<file path="src/sv/bqc_pkg.sv">
// shared types and constants of the band-pass biquad cascade
`timescale 1ns / 1ps
package bqc_pkg;

  // configuration register widths
  localparam int unsigned B0_W    = 17;
  localparam int unsigned A_W     = 18;
  localparam int unsigned CFG_W   = 18;
  localparam int unsigned CFG_IDX_W = 3;

  // coefficient operand of the shared multiplier: holds +/-2*b0 and -a
  localparam int unsigned COEF_W  = 19;

  // tap counter: five products per section, plus an accumulator drain step
  localparam int unsigned TAP_W   = 3;
  localparam logic [TAP_W-1:0] TAP_X0   = 3'd0;
  localparam logic [TAP_W-1:0] TAP_X1   = 3'd1;
  localparam logic [TAP_W-1:0] TAP_X2   = 3'd2;
  localparam logic [TAP_W-1:0] TAP_Y1   = 3'd3;
  localparam logic [TAP_W-1:0] TAP_Y2   = 3'd4;
  localparam logic [TAP_W-1:0] TAP_LAST = 3'd5;

  // register indexes
  typedef enum logic [CFG_IDX_W-1:0] {
    REG_HP_B0 = 3'd0,
    REG_HP_A1 = 3'd1,
    REG_HP_A2 = 3'd2,
    REG_LP_B0 = 3'd3,
    REG_LP_A1 = 3'd4,
    REG_LP_A2 = 3'd5
  } cfg_reg_e;

  // control of the multiply-accumulate unit
  typedef struct packed {
    logic mul_en;    // register a new product
    logic acc_en;    // add the registered product
    logic acc_load;  // first product of a section replaces the sum
  } mac_ctrl_t;

endpackage

</file>
<file path="src/sv/bqc_mac.sv">
// shared multiply-accumulate unit with round-half-up and clamp of the sum
`timescale 1ns / 1ps
module bqc_mac #(
  parameter int unsigned HW   = 24,
  parameter int unsigned FRAC = 16
) (
  input  logic                              clk_i,
  input  bqc_pkg::mac_ctrl_t                ctrl_i,
  input  logic signed [bqc_pkg::COEF_W-1:0] coef_i,
  input  logic signed [HW-1:0]              data_i,
  output logic signed [HW-1:0]              y_o,
  output logic                              sat_o
);
  import bqc_pkg::*;

  localparam int unsigned PROD_W = COEF_W + HW;
  localparam int unsigned ACC_W  = PROD_W + 3;
  localparam int unsigned RW     = (ACC_W + 1 > HW + FRAC + 1) ? ACC_W + 1 : HW + FRAC + 1;
  localparam int unsigned SHW    = RW - FRAC;
  localparam logic signed [RW-1:0] RND_HALF = RW'(1) <<< (FRAC - 1);
  localparam logic signed [HW-1:0] Y_MAX = {1'b0, {(HW-1){1'b1}}};
  localparam logic signed [HW-1:0] Y_MIN = {1'b1, {(HW-1){1'b0}}};

  logic signed [PROD_W-1:0] prod_q;
  logic signed [ACC_W-1:0]  acc_q;
  logic signed [ACC_W-1:0]  acc_d;
  logic signed [RW-1:0]     rsum;
  logic signed [SHW-1:0]    rsh;
  logic [SHW-HW:0]          top_bits;
  logic                     in_range;

  // product register
  always_ff @(posedge clk_i) begin
    if (ctrl_i.mul_en) begin
      prod_q <= coef_i * data_i;
    end
  end

  // accumulator
  always_comb begin
    if (ctrl_i.acc_load) begin
      acc_d = ACC_W'(prod_q);
    end else begin
      acc_d = acc_q + ACC_W'(prod_q);
    end
  end

  always_ff @(posedge clk_i) begin
    if (ctrl_i.acc_en) begin
      acc_q <= acc_d;
    end
  end

  // round half up by the coefficient fraction, then clamp to the history width
  assign rsum     = RW'(acc_q) + RND_HALF;
  assign rsh      = SHW'(rsum >>> FRAC);
  assign top_bits = rsh[SHW-1:HW-1];
  assign in_range = (&top_bits) || !(|top_bits);

  always_comb begin
    if (in_range) begin
      y_o = rsh[HW-1:0];
    end else if (rsh[SHW-1]) begin
      y_o = Y_MIN;
    end else begin
      y_o = Y_MAX;
    end
  end

  assign sat_o = !in_range;

endmodule

</file>
<file path="src/sv/biquad_cascade_bandpass_top.sv">
// top level of the band-pass biquad cascade: registers, history, sequencer, output stage
`timescale 1ns / 1ps
// Band-pass filter built from a high-pass biquad followed by a low-pass biquad,
// both direct form I with GUARD_BITS extra fraction bits in all history but the
// input samples. All ten products go through one shared multiplier, one product a
// cycle: each section runs five products and an accumulator drain, then a
// rounding step, and a last step loads the output register. The result is shown
// in that output register, and the next word can be accepted while it waits; the
// block holds its output state only if a finished result is still not taken.
// Coefficients are written through cfg_we_i / cfg_idx_i / cfg_wdata_i; the user
// must write them only while the block is idle, as the block does not enforce it.
// restart_i clears all history before its own sample.
module biquad_cascade_bandpass_top #(
  parameter int unsigned SAMPLE_BITS    = 16,
  parameter int unsigned COEF_FRAC_BITS = 16,
  parameter int unsigned GUARD_BITS     = 8
) (
  input  logic                                 clk_i,
  input  logic                                 rst_ni,
  input  logic                                 cfg_we_i,
  input  logic [bqc_pkg::CFG_IDX_W-1:0]        cfg_idx_i,
  input  logic [bqc_pkg::CFG_W-1:0]            cfg_wdata_i,
  input  logic                                 in_valid_i,
  output logic                                 in_ready_o,
  input  logic signed [SAMPLE_BITS-1:0]        sample_in_i,
  input  logic                                 restart_i,
  output logic                                 out_valid_o,
  input  logic                                 out_ready_i,
  output logic signed [SAMPLE_BITS-1:0]        sample_out_o,
  output logic                                 saturated_o
);
  import bqc_pkg::*;

  localparam int unsigned SB = SAMPLE_BITS;
  localparam int unsigned HW = SAMPLE_BITS + GUARD_BITS;

  typedef enum logic [3:0] {
    ST_IDLE = 4'b0001,
    ST_MAC  = 4'b0010,
    ST_RND  = 4'b0100,
    ST_OUT  = 4'b1000
  } state_e;

  // coefficient registers
  logic        [B0_W-1:0] hp_b0_q, lp_b0_q;
  logic signed [A_W-1:0]  hp_a1_q, hp_a2_q, lp_a1_q, lp_a2_q;

  // history
  logic signed [SB-1:0] hp_in_q  [2];
  logic signed [HW-1:0] hp_out_q [2];
  logic signed [HW-1:0] lp_in_q  [2];
  logic signed [HW-1:0] lp_out_q [2];
  logic signed [SB-1:0] x0_q;

  // sequencer
  state_e           state_q, state_d;
  logic [TAP_W-1:0] tap_q, tap_d;
  logic             sec_q, sec_d;
  logic             sat_q;

  // output register
  logic                 out_valid_q;
  logic signed [SB-1:0] sample_out_q;
  logic                 saturated_q;

  logic in_acc;
  logic out_free;
  logic out_load;

  mac_ctrl_t                mac_ctrl;
  logic signed [COEF_W-1:0] coef;
  logic signed [HW-1:0]     data;
  logic signed [HW-1:0]     sec_y;
  logic                     sec_sat;

  logic        [B0_W-1:0]   b0_sel;
  logic signed [A_W-1:0]    a1_sel, a2_sel;
  logic signed [COEF_W-1:0] b0_c, b1_c;

  logic signed [SB-1:0] fin_y;
  logic                 fin_sat;

  assign in_ready_o = (state_q == ST_IDLE);
  assign in_acc     = in_valid_i && in_ready_o;
  assign out_free   = !out_valid_q || out_ready_i;
  assign out_load   = (state_q == ST_OUT) && out_free;

  // configuration writes
  always_ff @(posedge clk_i or negedge rst_ni) begin
    if (!rst_ni) begin
      hp_b0_q <= '0;
      hp_a1_q <= '0;
      hp_a2_q <= '0;
      lp_b0_q <= '0;
      lp_a1_q <= '0;
      lp_a2_q <= '0;
    end else if (cfg_we_i) begin
      unique case (cfg_idx_i)
        REG_HP_B0: hp_b0_q <= cfg_wdata_i[B0_W-1:0];
        REG_HP_A1: hp_a1_q <= cfg_wdata_i[A_W-1:0];
        REG_HP_A2: hp_a2_q <= cfg_wdata_i[A_W-1:0];
        REG_LP_B0: lp_b0_q <= cfg_wdata_i[B0_W-1:0];
        REG_LP_A1: lp_a1_q <= cfg_wdata_i[A_W-1:0];
        REG_LP_A2: lp_a2_q <= cfg_wdata_i[A_W-1:0];
        default: ;
      endcase
    end
  end

  // sequencer next state
  always_comb begin
    state_d = state_q;
    tap_d   = tap_q;
    sec_d   = sec_q;
    unique case (state_q)
      ST_IDLE: begin
        if (in_acc) begin
          state_d = ST_MAC;
          tap_d   = TAP_X0;
          sec_d   = 1'b0;
        end
      end
      ST_MAC: begin
        if (tap_q == TAP_LAST) begin
          state_d = ST_RND;
        end else begin
          tap_d = tap_q + TAP_W'(1);
        end
      end
      ST_RND: begin
        if (sec_q) begin
          state_d = ST_OUT;
        end else begin
          state_d = ST_MAC;
          tap_d   = TAP_X0;
          sec_d   = 1'b1;
        end
      end
      ST_OUT: begin
        if (out_free) begin
          state_d = ST_IDLE;
        end
      end
      default: state_d = ST_IDLE;
    endcase
  end

  always_ff @(posedge clk_i or negedge rst_ni) begin
    if (!rst_ni) begin
      state_q <= ST_IDLE;
      tap_q   <= TAP_X0;
      sec_q   <= 1'b0;
    end else begin
      state_q <= state_d;
      tap_q   <= tap_d;
      sec_q   <= sec_d;
    end
  end

  // multiply-accumulate control: products at taps 0..4, each added to the sum in the next cycle
  always_comb begin
    mac_ctrl.mul_en   = (state_q == ST_MAC) && (tap_q != TAP_LAST);
    mac_ctrl.acc_en   = (state_q == ST_MAC) && (tap_q != TAP_X0);
    mac_ctrl.acc_load = (state_q == ST_MAC) && (tap_q == TAP_X1);
  end

  // coefficient operands of the current section
  assign b0_sel = sec_q ? lp_b0_q : hp_b0_q;
  assign a1_sel = sec_q ? lp_a1_q : hp_a1_q;
  assign a2_sel = sec_q ? lp_a2_q : hp_a2_q;
  assign b0_c   = $signed(COEF_W'(b0_sel));
  assign b1_c   = sec_q ? (b0_c <<< 1) : -(b0_c <<< 1);

  // operand select per tap
  always_comb begin
    case (tap_q)
      TAP_X0: begin
        coef = b0_c;
        data = sec_q ? hp_out_q[0] : (HW'(x0_q) <<< GUARD_BITS);
      end
      TAP_X1: begin
        coef = b1_c;
        data = sec_q ? lp_in_q[0] : (HW'(hp_in_q[0]) <<< GUARD_BITS);
      end
      TAP_X2: begin
        coef = b0_c;
        data = sec_q ? lp_in_q[1] : (HW'(hp_in_q[1]) <<< GUARD_BITS);
      end
      TAP_Y1: begin
        coef = -(COEF_W'(a1_sel));
        data = sec_q ? lp_out_q[0] : hp_out_q[0];
      end
      TAP_Y2: begin
        coef = -(COEF_W'(a2_sel));
        data = sec_q ? lp_out_q[1] : hp_out_q[1];
      end
      default: begin
        coef = '0;
        data = '0;
      end
    endcase
  end

  bqc_mac #(
    .HW   (HW),
    .FRAC (COEF_FRAC_BITS)
  ) u_mac (
    .clk_i  (clk_i),
    .ctrl_i (mac_ctrl),
    .coef_i (coef),
    .data_i (data),
    .y_o    (sec_y),
    .sat_o  (sec_sat)
  );

  // history update: cleared on restart, shifted after each section
  always_ff @(posedge clk_i or negedge rst_ni) begin
    if (!rst_ni) begin
      hp_in_q[0]  <= '0;
      hp_in_q[1]  <= '0;
      hp_out_q[0] <= '0;
      hp_out_q[1] <= '0;
      lp_in_q[0]  <= '0;
      lp_in_q[1]  <= '0;
      lp_out_q[0] <= '0;
      lp_out_q[1] <= '0;
    end else if (in_acc && restart_i) begin
      hp_in_q[0]  <= '0;
      hp_in_q[1]  <= '0;
      hp_out_q[0] <= '0;
      hp_out_q[1] <= '0;
      lp_in_q[0]  <= '0;
      lp_in_q[1]  <= '0;
      lp_out_q[0] <= '0;
      lp_out_q[1] <= '0;
    end else if (state_q == ST_RND) begin
      if (sec_q) begin
        lp_in_q[1]  <= lp_in_q[0];
        lp_in_q[0]  <= hp_out_q[0];
        lp_out_q[1] <= lp_out_q[0];
        lp_out_q[0] <= sec_y;
      end else begin
        hp_in_q[1]  <= hp_in_q[0];
        hp_in_q[0]  <= x0_q;
        hp_out_q[1] <= hp_out_q[0];
        hp_out_q[0] <= sec_y;
      end
    end
  end

  // input sample
  always_ff @(posedge clk_i) begin
    if (in_acc) begin
      x0_q <= sample_in_i;
    end
  end

  // saturation seen during this word
  always_ff @(posedge clk_i or negedge rst_ni) begin
    if (!rst_ni) begin
      sat_q <= 1'b0;
    end else if (in_acc) begin
      sat_q <= 1'b0;
    end else if (state_q == ST_RND) begin
      sat_q <= sat_q | sec_sat;
    end
  end

  // final rounding of the guard bits and clamp to the sample width; a plain pass-through when GUARD_BITS is 0
  generate
    if (GUARD_BITS > 0) begin : g_round
      localparam logic signed [HW:0] FIN_HALF = (HW+1)'(1) <<< (GUARD_BITS - 1);
      logic signed [HW:0] fin_sum;
      logic signed [SB:0] fin_sh;
      assign fin_sum = (HW+1)'(lp_out_q[0]) + FIN_HALF;
      assign fin_sh  = (SB+1)'(fin_sum >>> GUARD_BITS);
      assign fin_sat = fin_sh[SB] != fin_sh[SB-1];
      assign fin_y   = !fin_sat ? fin_sh[SB-1:0] :
                       fin_sh[SB] ? {1'b1, {(SB-1){1'b0}}} : {1'b0, {(SB-1){1'b1}}};
    end else begin : g_pass
      assign fin_sat = 1'b0;
      assign fin_y   = SB'(lp_out_q[0]);
    end
  endgenerate

  // output register
  always_ff @(posedge clk_i or negedge rst_ni) begin
    if (!rst_ni) begin
      out_valid_q <= 1'b0;
    end else if (out_load) begin
      out_valid_q <= 1'b1;
    end else if (out_ready_i) begin
      out_valid_q <= 1'b0;
    end
  end

  always_ff @(posedge clk_i) begin
    if (out_load) begin
      sample_out_q <= fin_y;
      saturated_q  <= sat_q | fin_sat;
    end
  end

  assign out_valid_o  = out_valid_q;
  assign sample_out_o = sample_out_q;
  assign saturated_o  = saturated_q;

  // checks
  a_start: assert property (@(posedge clk_i) disable iff (!rst_ni)
    in_acc |=> (state_q == ST_MAC) && (tap_q == TAP_X0) && !sec_q)
    else $error("word accepted but high-pass section did not start");

  a_restart_clear: assert property (@(posedge clk_i) disable iff (!rst_ni)
    (in_acc && restart_i) |=> (hp_in_q[0] == '0) && (hp_out_q[0] == '0)
      && (lp_in_q[1] == '0) && (lp_out_q[1] == '0))
    else $error("restart did not clear the history");

  a_tap_range: assert property (@(posedge clk_i) disable iff (!rst_ni)
    (state_q == ST_MAC) |-> (tap_q <= TAP_LAST))
    else $error("tap counter ran past the last tap");

  a_hold_result: assert property (@(posedge clk_i) disable iff (!rst_ni)
    ((state_q == ST_OUT) && out_valid_q && !out_ready_i) |=> (state_q == ST_OUT))
    else $error("finished word left while the output register was full");

endmodule
</file>
<file path="config.mk">
export PLATFORM = sky130hd
export DESIGN_NAME = biquad_cascade_bandpass_top
export DESIGN_NICKNAME = d
export VERILOG_FILES = /design/src/sv/bqc_pkg.sv /design/src/sv/bqc_mac.sv /design/src/sv/biquad_cascade_bandpass_top.sv
export SDC_FILE = /design/constraint.sdc
export NUM_CORES = 2
export LEC_CHECK = 0
export BUFFER_PORTS_ARGS = -buffer_cell sky130_fd_sc_hd__clkbuf_2
export CORE_MARGIN = 2
export CORE_UTILIZATION = 55
export DETAILED_ROUTE_END_ITERATION = 7
export PLACE_DENSITY_LB_ADDON = 0.1
export SKIP_CTS_REPAIR_TIMING = 1
export SLEW_MARGIN = 20
export SYNTH_ARGS = -nofsm -noshare
export SYNTH_HDL_FRONTEND = slang
export SYNTH_SLANG_ARGS = --single-unit
export TNS_END_PERCENT = 20
</file>
<file path="constraint.sdc">
create_clock -name clk_i -period 11.6 [get_ports clk_i]
set_clock_uncertainty 0.2 [all_clocks]
set_input_delay 0.58 -clock clk_i [delete_from_list [all_inputs] [get_ports clk_i]]
set_output_delay 0.58 -clock clk_i [all_outputs]
set_load 0.01 [all_outputs]
</file>
==> results.txt <==
----------------------------------------------------
[Place]
  Detailed Place HPWL ... 79.7 mm
  Number of input and output port buffers inserted ... 61
  Weighted congestion reported at the end of routability-driven placement ... 0.927

[Clock tree]
  Number of buffers on the longest clock path ... 3
  CTS tree ... yes
  Number of H-tree levels ... 2
  Register clock-pin slew on the reported worst setup and hold paths ... 0.06 ns
  TritonCTS buffer count ... 47
  Root buffer selected by CTS ... sky130_fd_sc_hd__clkbuf_16
  Latest clock arrival within the worst-skew pair ... 0.63 ns
  Number of sinks handled by clock tree synthesis ... 414

[Die]
  Area inside the core boundary ... 0.0699 mm2
  Die Y ... 270 um
  Number of I/O pins ... 62
  Die boundary width ... 270 um
  Number of placement rows ... 97
  Die Outline Area ... 0.0727 mm2
  Starting density of the core ... 0.555

[GRT]
  Number of global-route vias before repair ... 29.9k
  Congestion Overflow GR ... 0
  Pin count of the biggest net entering global routing ... 180
  Total global routing track utilization ... 0.302
  Number of antenna violations at the first check in global routing ... 0
  Global-route wire length before repair ... 172 mm

[Detailed routing]
  Total number of vias ... 29.6k
  Wire length per cell ... 21.2 um
  Antenna violation net count after detailed routing ... 0
  Iteration count of the initial detailed-routing pass ... 5
  DRT Wirelength ... 107 mm
  Detailed-route DRC error count ... 0
  Post-detailed-route via-to-cell ratio ... 5.84
  1st-iter DRT viols ... 2546

[Timing]
  Final critical delay including setup and external delays ... 10.61 ns
  Crit share post-route ... 0.915
  Final Slew Violations ... 0
  Max Fclk ... 94.2 MHz
  Final-report hold violation count ... 0
  Setup TNS ... 0 ns
  Setup violators final ... 0
  Least-Margin Pin Slew ... 1.17 ns
  Unrepaired setup endpoints after global routing ... no
  Relative max-transition margin ... 0.223

[Outcome]
  Status ... finished clean

[Synthesis]
  Synth cell types ... 95
  Number of synthesized flops with an enable pin ... 122
  #FFs+latches synth ... 414
  Area share of the largest cell type after synthesis ... 0.235
  Avg Synthesized Cell Area ... 9.49 um2
  Sequential element share of the synthesized area ... 0.283
  Synth top area cells ... sky130_fd_sc_hd__fa_1, sky130_fd_sc_hd__dfrtp_1, sky130_fd_sc_hd__edfxtp_1
  Cell taking the most area after synthesis ... sky130_fd_sc_hd__fa_1
  Cell area after technology mapping ... 0.0388 mm2
  Most frequent cell after synthesis ... sky130_fd_sc_hd__nand2_1
  Synth async-reset ratio ... 0.705
  Cell count after synthesis ... 4093
  Most frequent cells after synthesis ... sky130_fd_sc_hd__nand2_1, sky130_fd_sc_hd__inv_1, sky130_fd_sc_hd__fa_1, sky130_fd_sc_hd__dfrtp_1, sky130_fd_sc_hd__a21oi_1
  Synth warn ... 0
  Net count after synthesis ... 4769
  Ys flop type ... sky130_fd_sc_hd__dfrtp_1

[Layout]
  Inserted Diodes ... 0
  Filler instances ... 6177
  Syn-to-layout area delta ... 8.19%
  Area taken by multi-input logic gates ... 0.0253 mm2
  Flip-flop and latch area ... 0.0110 mm2
  Net count reported at finish ... 4762
  Final core area utilization ... 0.601
  Share of cells above drive strength 1 ... 0.0968

[Worst setup path]
  Required time at the endpoint of the critical path ... 11.76 ns
  Startpoint-to-endpoint class of the critical path ... reg -> reg
  Max incr delay on CP ... 0.66 ns
  CP startpoint kind ... flip-flop
  RR Startpoint ... sec_q
  Timing startpoint of the critical path ... sec_q
  Data arrival at the endpoint of the critical path ... 10.78 ns
  Worst-path maximum fanout ... 29
  Worst R2R Path Depth ... 33
  Capturing element type of the critical path ... flip-flop
  Slowest stage cell, crit path ... sky130_fd_sc_hd__dfrtp_4
  Most frequent cell on the critical path ... sky130_fd_sc_hd__fa_1

[Flow run]
  Number of max-capacitance violations reported ... 0

[Worst hold path]
  Worst hold path startpoint ... cfg_wdata_i[17]
  Worst hold path cell count ... 2
  Worst hold path type ... in -> reg

----------------------------------------------------
-- cells by family after synthesis --
logic type      count (synthesis)  synth area share
mux                           193            0.0538
buf+inv                       708            0.0715
xor+xnor                      166            0.0374
flops                         414             0.283
fa+ha+maj                     633             0.292
compound gates                678             0.111
simple gates                 1301             0.151
-- worst paths after layout --
kind	to	slack [ns]
setup / recovery	u_mac.prod_q[35]	0.99
hold / removal	lp_a2_q[17]	0.06
hold reg to reg	lp_a2_q[0]	0.31
setup reg to reg	u_mac.prod_q[35]	0.99
max in group asynchronous	hp_out_q[1]	9.22
min in group asynchronous	lp_a1_q[17]	0.44
-- through the flow --
stage / cell area (um2) / hold WS (ns) / setup WS (ns) / instances
6_report: 42000 / 0.0569 / 0.986 / 5063
4_1_cts: 41800 / -0.139 / 0.828 / 5046
3_3_place_gp: 40200 / 0.286 / 1.01 / 4960
3_5_place_dp: 40200 / 0.297 / 0.853 / 4960
2_1_floorplan: 38800 / 0.0844 / 1.01 / 4093
5_1_grt: 42000 / 0.0609 / 0.361 / 5063
-- state kept, by name, indices dropped and copies added, names as in the netlist --
signal        count
lp_out_q         48
state_q           4
u_mac.acc_q      46
lp_in_q          48
lp_a1_q          18
hp_a2_q          18
lp_a2_q          18
tap_q             3
hp_b0_q          17
hp_out_q         48
u_mac.prod_q     43
x0_q             16
sample_out_o     16
saturated_o       1
hp_in_q          32
out_valid_o       1
hp_a1_q          18
lp_b0_q          17
sec_q             1
sat_q             1
-- critical path: cells and delay by family, from the launching register on --
family	cells	cell delay (ns)
adder cells (fa/ha/maj)	9	4.32
XOR/XNOR	2	0.23
AND/OR/NAND/NOR	5	1.27
multiplexers	1	0.42
AO/OA/AOI/OAI	13	3.06
buffers and inverters	3	0.17
flip-flops	1	0.66
-- metal layers --
metal / GRT usage / vias up / part of all wire
met5: 0 / - / 0
met4: 0.0963 / 0 / 0.035
met3: 0.0388 / 202 / 0.062
met2: 0.494 / 899 / 0.47
met1: 0.421 / 15000 / 0.43
li1: - / 13500 / -
-- area by class of cell --
class | count | area share
tap | 940 | 0.0280
clock inverter | 19 | 0.00631
multi-input combinational | 2971 | 0.603
sequential | 414 | 0.261
inverter | 500 | 0.0447
clock buffer | 67 | 0.0317
timing repair buffer | 152 | 0.0254
-- layout by cell type (no fill, tap or decap), types with 72 or more instances in the layout --
| master | synthesis | layout |
|---|---|---|
| sky130_fd_sc_hd__o21ai_0 | 87 | 85 |
| sky130_fd_sc_hd__nor2b_1 | 83 | 81 |
| sky130_fd_sc_hd__a21oi_1 | 274 | 272 |
| sky130_fd_sc_hd__inv_1 | 500 | 500 |
| sky130_fd_sc_hd__xor2_1 | 78 | 78 |
| sky130_fd_sc_hd__xnor2_1 | 88 | 88 |
| sky130_fd_sc_hd__mux2i_1 | 77 | 77 |
| sky130_fd_sc_hd__buf_4 | 11 | 72 |
| sky130_fd_sc_hd__ha_1 | 177 | 176 |
| sky130_fd_sc_hd__dfrtp_1 | 291 | 290 |
| sky130_fd_sc_hd__edfxtp_1 | 122 | 122 |
| sky130_fd_sc_hd__mux2_2 | 115 | 115 |
| sky130_fd_sc_hd__fa_1 | 456 | 456 |
| sky130_fd_sc_hd__nor2_1 | 198 | 196 |
| sky130_fd_sc_hd__nand2_1 | 737 | 734 |
Power is not shown: default switching activity piles up to over one toggle a cycle in this logic, so the estimate is an artifact.
